===== src/rtl/hcbd_pkg.sv =====
// Shared types and constants for the chunked HTTP body decoder.
package hcbd_pkg;

	// Parser phases.
	typedef enum logic [3:0] {
		PH_SIZE,
		PH_SIZE_TAIL,
		PH_DATA,
		PH_DATA_CR,
		PH_DATA_LF,
		PH_TRAILER,
		PH_FIXED,
		PH_DONE,
		PH_ERROR
	} phase_t;

	// Result kinds.
	typedef enum logic [1:0] {
		KIND_BYTE = 2'd0,
		KIND_END  = 2'd1,
		KIND_ERR  = 2'd2
	} kind_t;

	// Input operations.
	localparam logic OP_BYTE    = 1'b0;
	localparam logic OP_RESTART = 1'b1;

	// Configuration register indexes.
	localparam logic REG_CHUNKED_MODE = 1'b0;
	localparam logic REG_BODY_LENGTH  = 1'b1;

	// Byte codes that the parser looks for.
	localparam logic [7:0] CH_LF    = 8'h0A;
	localparam logic [7:0] CH_CR    = 8'h0D;
	localparam logic [7:0] CH_SPACE = 8'h20;
	localparam logic [7:0] CH_TAB   = 8'h09;

	// One item handed from the input stage to the parser.
	typedef struct packed {
		logic       valid;
		logic       op;
		logic [7:0] data;
	} item_t;

	// One result handed from the parser to the output register.
	typedef struct packed {
		logic       valid;
		kind_t      kind;
		logic [7:0] data;
		logic       last;
	} result_t;

endpackage


===== src/rtl/hcbd_parser.sv =====
// Decoder state registers and the per-byte next-state logic.
module hcbd_parser #(
	parameter int SIZE_DIGITS = 8
) (
	input  logic              clk,
	input  logic              arst_n,
	input  logic              chunked_mode,
	input  logic [31:0]       body_length,
	input  hcbd_pkg::item_t   item,
	output hcbd_pkg::result_t result
);

	localparam int DW = $clog2(SIZE_DIGITS + 1);

	hcbd_pkg::phase_t phase_q, phase_d;
	logic [31:0]      size_accum_q, size_accum_d;
	logic [DW-1:0]    digit_count_q, digit_count_d;
	logic [31:0]      bytes_left_q, bytes_left_d;
	logic             line_empty_q, line_empty_d;

	logic             is_hex;
	logic [3:0]       hex_val;
	logic             is_blank;
	logic             end_line;
	logic [31:0]      bytes_dec;

	// Hex digit decode of the incoming byte.
	always_comb begin
		is_hex  = 1'b1;
		hex_val = 4'd0;
		if (item.data >= "0" && item.data <= "9") begin
			hex_val = 4'(item.data - "0");
		end else if (item.data >= "a" && item.data <= "f") begin
			hex_val = 4'(item.data - "a" + 8'd10);
		end else if (item.data >= "A" && item.data <= "F") begin
			hex_val = 4'(item.data - "A" + 8'd10);
		end else begin
			is_hex = 1'b0;
		end
	end

	assign is_blank = (item.data == hcbd_pkg::CH_SPACE) || (item.data == hcbd_pkg::CH_TAB) ||
		(item.data == hcbd_pkg::CH_CR);
	assign bytes_dec = bytes_left_q - 32'd1;

	// Next state and result for the item in the input stage.
	always_comb begin
		phase_d       = phase_q;
		size_accum_d  = size_accum_q;
		digit_count_d = digit_count_q;
		bytes_left_d  = bytes_left_q;
		line_empty_d  = line_empty_q;
		result        = '0;
		end_line      = 1'b0;

		if (item.valid) begin
			if (item.op == hcbd_pkg::OP_RESTART) begin
				phase_d       = hcbd_pkg::PH_SIZE;
				size_accum_d  = '0;
				digit_count_d = '0;
				bytes_left_d  = '0;
				line_empty_d  = 1'b1;
				if (!chunked_mode) begin
					bytes_left_d = body_length;
					if (body_length == 32'd0) begin
						phase_d      = hcbd_pkg::PH_DONE;
						result.valid = 1'b1;
						result.kind  = hcbd_pkg::KIND_END;
						result.last  = 1'b1;
					end else begin
						phase_d = hcbd_pkg::PH_FIXED;
					end
				end
			end else begin
				unique case (phase_q) inside
					hcbd_pkg::PH_SIZE: begin
						if (is_hex) begin
							if (digit_count_q >= DW'(SIZE_DIGITS)) begin
								phase_d      = hcbd_pkg::PH_ERROR;
								result.valid = 1'b1;
								result.kind  = hcbd_pkg::KIND_ERR;
								result.last  = 1'b1;
							end else begin
								size_accum_d  = {size_accum_q[27:0], hex_val};
								digit_count_d = digit_count_q + DW'(1);
								line_empty_d  = 1'b0;
							end
						end else if (item.data == hcbd_pkg::CH_LF) begin
							end_line = 1'b1;
						end else if (is_blank && digit_count_q != '0) begin
							phase_d = hcbd_pkg::PH_SIZE_TAIL;
						end else begin
							phase_d      = hcbd_pkg::PH_ERROR;
							result.valid = 1'b1;
							result.kind  = hcbd_pkg::KIND_ERR;
							result.last  = 1'b1;
						end
					end
					hcbd_pkg::PH_SIZE_TAIL: begin
						if (item.data == hcbd_pkg::CH_LF) begin
							end_line = 1'b1;
						end else if (!is_blank) begin
							phase_d      = hcbd_pkg::PH_ERROR;
							result.valid = 1'b1;
							result.kind  = hcbd_pkg::KIND_ERR;
							result.last  = 1'b1;
						end
					end
					hcbd_pkg::PH_DATA: begin
						bytes_left_d = bytes_dec;
						if (bytes_dec == 32'd0) begin
							phase_d = hcbd_pkg::PH_DATA_CR;
						end
						result.valid = 1'b1;
						result.kind  = hcbd_pkg::KIND_BYTE;
						result.data  = item.data;
					end
					hcbd_pkg::PH_DATA_CR, hcbd_pkg::PH_DATA_LF: begin
						if (item.data == hcbd_pkg::CH_CR && phase_q == hcbd_pkg::PH_DATA_CR) begin
							phase_d = hcbd_pkg::PH_DATA_LF;
						end else if (item.data == hcbd_pkg::CH_LF) begin
							phase_d       = hcbd_pkg::PH_SIZE;
							size_accum_d  = '0;
							digit_count_d = '0;
							bytes_left_d  = '0;
							line_empty_d  = 1'b1;
						end else begin
							phase_d      = hcbd_pkg::PH_ERROR;
							result.valid = 1'b1;
							result.kind  = hcbd_pkg::KIND_ERR;
							result.last  = 1'b1;
						end
					end
					hcbd_pkg::PH_TRAILER: begin
						if (item.data == hcbd_pkg::CH_LF) begin
							if (line_empty_q) begin
								phase_d      = hcbd_pkg::PH_DONE;
								result.valid = 1'b1;
								result.kind  = hcbd_pkg::KIND_END;
								result.last  = 1'b1;
							end else begin
								line_empty_d = 1'b1;
							end
						end else if (item.data != hcbd_pkg::CH_CR) begin
							line_empty_d = 1'b0;
						end
					end
					hcbd_pkg::PH_FIXED: begin
						bytes_left_d = bytes_dec;
						result.valid = 1'b1;
						result.kind  = hcbd_pkg::KIND_BYTE;
						result.data  = item.data;
						if (bytes_dec == 32'd0) begin
							phase_d     = hcbd_pkg::PH_DONE;
							result.last = 1'b1;
						end
					end
					default: begin
					end
				endcase

				// End of a size line: a zero size opens the trailer section.
				if (end_line) begin
					if (digit_count_q == '0) begin
						phase_d      = hcbd_pkg::PH_ERROR;
						result.valid = 1'b1;
						result.kind  = hcbd_pkg::KIND_ERR;
						result.last  = 1'b1;
					end else if (size_accum_q == 32'd0) begin
						phase_d      = hcbd_pkg::PH_TRAILER;
						line_empty_d = 1'b1;
					end else begin
						phase_d      = hcbd_pkg::PH_DATA;
						bytes_left_d = size_accum_q;
					end
				end
			end
		end
	end

	// State registers.
	always_ff @(posedge clk or negedge arst_n) begin
		if (!arst_n) begin
			phase_q       <= hcbd_pkg::PH_SIZE;
			size_accum_q  <= '0;
			digit_count_q <= '0;
			bytes_left_q  <= '0;
			line_empty_q  <= 1'b1;
		end else begin
			phase_q       <= phase_d;
			size_accum_q  <= size_accum_d;
			digit_count_q <= digit_count_d;
			bytes_left_q  <= bytes_left_d;
			line_empty_q  <= line_empty_d;
		end
	end

endmodule


===== src/rtl/http_chunked_body_decoder.sv =====
// Top level of the chunked HTTP body decoder: input stage, parser, output register.
//
// The decoder takes one body byte or restart per cycle and gives at most one
// result per item: an item waits in the input register, then the parser
// updates its state and loads the output register. One item per cycle is
// sustained as long as the output side takes results; a result waiting on the
// output side still lets one more item into the input register. In chunked
// mode it strips size lines, chunk delimiters and trailer, ending with an end
// marker or an error result; in fixed mode it passes body_length bytes, marks
// the last with tlast, and gives only an end marker for a zero body_length.
// Configuration (chunked_mode, body_length) is sampled on a restart.
module http_chunked_body_decoder #(
	parameter int SIZE_DIGITS = 8
) (
	input  logic        clk,
	input  logic        arst_n,
	// Configuration write port.
	input  logic        wr_en,
	input  logic        wr_index,
	input  logic [31:0] wr_data,
	// Input stream.
	input  logic        s_tvalid,
	output logic        s_tready,
	input  logic [7:0]  s_tdata,   // [7:0] in_byte
	input  logic        s_tuser,   // [0] op
	// Output stream.
	output logic        m_tvalid,
	input  logic        m_tready,
	output logic [7:0]  m_tdata,   // [7:0] out_byte
	output logic [1:0]  m_tuser,   // [1:0] kind
	output logic        m_tlast
);

	logic              chunked_mode_q;
	logic [31:0]       body_length_q;
	logic              valid_s1;
	logic              op_s1;
	logic [7:0]        byte_s1;
	logic              out_valid_q;
	logic [1:0]        out_kind_q;
	logic [7:0]        out_byte_q;
	logic              out_last_q;
	logic              out_free;
	logic              advance;
	hcbd_pkg::item_t   item;
	hcbd_pkg::result_t result;

	// Configuration registers.
	always_ff @(posedge clk or negedge arst_n) begin
		if (!arst_n) begin
			chunked_mode_q <= 1'b1;
			body_length_q  <= '0;
		end else if (wr_en) begin
			if (wr_index == hcbd_pkg::REG_CHUNKED_MODE) begin
				chunked_mode_q <= wr_data[0];
			end else if (wr_index == hcbd_pkg::REG_BODY_LENGTH) begin
				body_length_q <= wr_data;
			end
		end
	end

	// The item in the input stage moves on when the output register is free.
	assign out_free = !out_valid_q || m_tready;
	assign advance  = valid_s1 && out_free;
	assign s_tready = !valid_s1 || out_free;

	// Input stage register.
	always_ff @(posedge clk or negedge arst_n) begin
		if (!arst_n) begin
			valid_s1 <= 1'b0;
		end else if (s_tvalid && s_tready) begin
			valid_s1 <= 1'b1;
		end else if (advance) begin
			valid_s1 <= 1'b0;
		end
	end

	always_ff @(posedge clk) begin
		if (s_tvalid && s_tready) begin
			op_s1   <= s_tuser;
			byte_s1 <= s_tdata;
		end
	end

	assign item.valid = advance;
	assign item.op    = op_s1;
	assign item.data  = byte_s1;

	hcbd_parser #(
		.SIZE_DIGITS(SIZE_DIGITS)
	) u_parser (
		.clk          (clk),
		.arst_n       (arst_n),
		.chunked_mode (chunked_mode_q),
		.body_length  (body_length_q),
		.item         (item),
		.result       (result)
	);

	// Output register: holds a result until its transfer completes.
	always_ff @(posedge clk or negedge arst_n) begin
		if (!arst_n) begin
			out_valid_q <= 1'b0;
		end else if (advance) begin
			out_valid_q <= result.valid;
		end else if (m_tready) begin
			out_valid_q <= 1'b0;
		end
	end

	always_ff @(posedge clk) begin
		if (advance && result.valid) begin
			out_kind_q <= result.kind;
			out_byte_q <= result.data;
			out_last_q <= result.last;
		end
	end

	assign m_tvalid = out_valid_q;
	assign m_tdata  = out_byte_q;
	assign m_tuser  = out_kind_q;
	assign m_tlast  = out_last_q;

endmodule

===== config.mk =====
export PLATFORM = sky130hd
export DESIGN_NAME = http_chunked_body_decoder
export DESIGN_NICKNAME = d
export VERILOG_FILES = /design/src/rtl/hcbd_pkg.sv /design/src/rtl/hcbd_parser.sv /design/src/rtl/http_chunked_body_decoder.sv
export SDC_FILE = /design/constraint.sdc
export NUM_CORES = 1
export LEC_CHECK = 0
export ABC_AREA = 1
export BUFFER_PORTS_ARGS = -buffer_cell sky130_fd_sc_hd__buf_2
export CORE_AREA = 5 5 124 126
export CTS_CLUSTER_DIAMETER = 120
export DETAILED_ROUTE_END_ITERATION = 7
export DIE_AREA = 0 0 129 131
export PLACE_DENSITY = 0.8
export SLEW_MARGIN = 20
export SYNTH_ARGS = -nofsm -noshare
export SYNTH_HDL_FRONTEND = slang
export SYNTH_HIERARCHICAL = 1
export SYNTH_SLANG_ARGS = --single-unit

===== constraint.sdc =====
create_clock -name clk -period 3.7 [get_ports clk]
set_input_delay 0.185 -clock clk [delete_from_list [all_inputs] [get_ports clk]]
set_output_delay 0.185 -clock clk [all_outputs]
set_load 0.01 [all_outputs]

==> flow_summary.yaml <==
worst_setup_path:
  rrSetupSlack_ns: 0.75
  crit_arrival_ns: 2.99
  rr_startpoint: "body_length_q[27]"
  cp-startpoint: "body_length_q[27]"
  startpoint_type: "register"
  cp.required_ns: 3.73
  crit_path_end_kind: "register"
  cp_max_fo: 11
  criticalPathCategory: "reg -> reg"
logic_synthesis:
  syn-cell-area_mm2: 0.00783
  synth_area_per_cell_um2: 7.61
  synth_seq_cells: 128
  syn_nets: 1086
  async_reset_ff_share_pct: 84.4
  yosys-top-cells-count: "nand2_1 (253), nor2_1 (121), inv_1 (114), dfrtp_1 (106), nand3_1 (83)"
  yosysTopAreaCell: "dfrtp_1"
  synth.most_common_cell: "nand2_1"
  ys_seq_area_share_pct: 42.2
  syn_inst: 1030
  synth_top_area_share_pct: 33.9
  synth_ff_type: "dfrtp_1"
  synth_cell_types: 48
  synth-edff-count: 20
  yosys-top-cells-area: "dfrtp_1 (34%), nand2_1 (12%), edfxtp_1 (7.7%), nor2_1 (5.8%), inv_1 (5.5%)"
  yosys_warnings: 6
routing:
  drt_wl_total_um: 21500
  wl_per_cell_um: 16.6
  first_iter_violations: 969
  vias: 7575
  dr.pass1.iters: 6
  vias_per_cell: 5.85
  drtAntennaViolNets: 0
  drc: 0
place:
  gp_congestion: 0.937
  place_area_mm2: 0.00814
  dp_hpwl_um: 15000
  io_buffer_count: 59
  pre_cts_ws_ns: 0.739
global_routing:
  antenna_found_initial: 0
  grt_max_degree: 70
  overflow: 0
  grt_pass1_vias: 7042
  track_usage_pct: 26.4
  grt_pass1_wl_um: 35500
cts:
  postCtsSetupBuffers: 0
  cts_tree: "yes"
  htreeDepth: 4
  numClockSinks: 128
  root_buffer: "clkbuf_16"
  ctsResizeCount: 0
  cts_hold_buffers: 28
  numCtsBuffers: 17
  path_clk_slew_ns: 0.06
  insertion_delay_ns: 0.41
  clock_path_buffers: 2
sta:
  worstMarginPinSlew_ns: 0.990
  fin_crit_ns: 2.95
  max_freq_mhz: 339
  finalCritPeriodShare_pct: 79.8
  maxSlewViolCount: 0
  fin_ws_ns: 0.749
  fin_skew_ns: 0.00889
  final.setup.tns_ns: 0
  rsz0062_at_grt: "false"
  maxSlewHeadroom_pct: 33.9
  hold_violations: 0
  setup-violations-final: 0
run:
  max-cap-violations: 0
floorplanning:
  start_util_pct: 55.2
  num_rows: 44
  die_width_um: 129
  io_pins: 60
  core_area_mm2: 0.0142
  die_area_mm2: 0.0169
  die_h_um: 131
cells_and_area:
  synthToLayoutAreaGrowth_pct: 15.1
  final_core_util_pct: 63.5
  design_area_mm2: 0.00901
  drive_gt1_share_pct: 15.0
  multiInputGateArea_mm2: 0.00377
  fin_nets: 1154
  n_fill_cell: 1162
  diodes: 0
  regArea_mm2: 0.00331
power_and_ir_drop:
  ir_drop_mv: 0.387
  p_leak_nw: 4.19
  power-per-cell-area_mw_per_mm2: 631
  power_mw: 5.69
min_path:
  min_path_type: "in -> reg"
  min-delay-start: "wr_data[7]"
run_status:
  status: "finished clean"
final cells by class:
type                    count  area share, %
clock inverters            11           1.14
repair buffers             95           7.22
flip-flops and latches    128           36.7
clock buffers              21           5.45
multi-input cells         733           41.8
well taps                 184           2.55
inverters                 123           5.12
worst max-delay path, cell delays in order, from the launching register on:
cell and delay [ns]:
dfrtp_1 0.41, nor4_1 0.36, nand4_1 0.16, or3_1 0.44, a21oi_1 0.25, o21ai_0 0.13, inv_1 0.07, inv_1 0.04
nor2_1 0.71
power breakdown:
part | switching [mW] | internal (mW)
registers | 0.330 | 1.70
clock network | 0.614 | 1.02
logic | 1.34 | 0.691
cells in the final DEF (no fill, tap or decap), drive strengths merged, types with 11 or more instances in the layout:
cell type	instances
dfrtp	106
nand3	85
a31oi	35
nand4	19
edfxtp	20
nor3	18
inv	123
o22ai	28
o21ai	28
buf	67
a21oi	11
nor2	140
clkbuf	21
dlygate4sd3	28
o211ai	47
nand2	278
final timing paths:
| path | endpoint | cells past startpoint |
|---|---|---|
| setup / recovery | m_tuser[1] | 8 |
| hold / removal | body_length_q[7] | 3 |
| setup reg to reg | m_tuser[1] | 8 |
| hold reg to reg | body_length_q[17] | 2 |
| max in group asynchronous | u_parser/bytes_left_q[2] | 3 |
| min in group asynchronous | body_length_q[31] | 2 |
stage by stage:
step	hold WS [ns]	cells
after floorplan	-0.111	1030
after global placement	0.169	1235
after detailed placement	0.169	1235
after CTS	0.00230	1295
after global routing	0.0269	1295
final	0.0141	1295
sequential cells by signal, summed over array words and instances (netlist names):
name	cells
chunked_mode_q	1
body_length_q	32
valid_s1	1
u_parser/size_accum_q	32
m_tvalid	1
u_parser/phase_q	4
m_tdata	8
byte_s1	8
u_parser/line_empty_q	1
m_tlast	1
m_tuser	2
u_parser/digit_count_q	4
u_parser/bytes_left_q	32
op_s1	1
per-layer routing:
metal	vias up	share of wire (%)	global-route usage, %
li1	3604	-	-
met1	3546	45	39.5
met2	390	44	38.9
met3	35	8.9	5.24
met4	0	1.6	7.72
met5	-	0	0
cells by family (layout without fill, tap and decap cells):
logic type                 Yosys count  in the layout  share of synthesized area [%]
DFF                                128            128                           42.2
AOI/OAI and AO/OA                  163            163                           14.0
and+or+nand+nor                    555            555                           32.0
buffers and inverters              169            250                           9.68
adders and majority gates            9              9                           1.44
xor gates and xnor gates             6              6                          0.671
No activity file was read; power rests on OpenSTA's default activity.
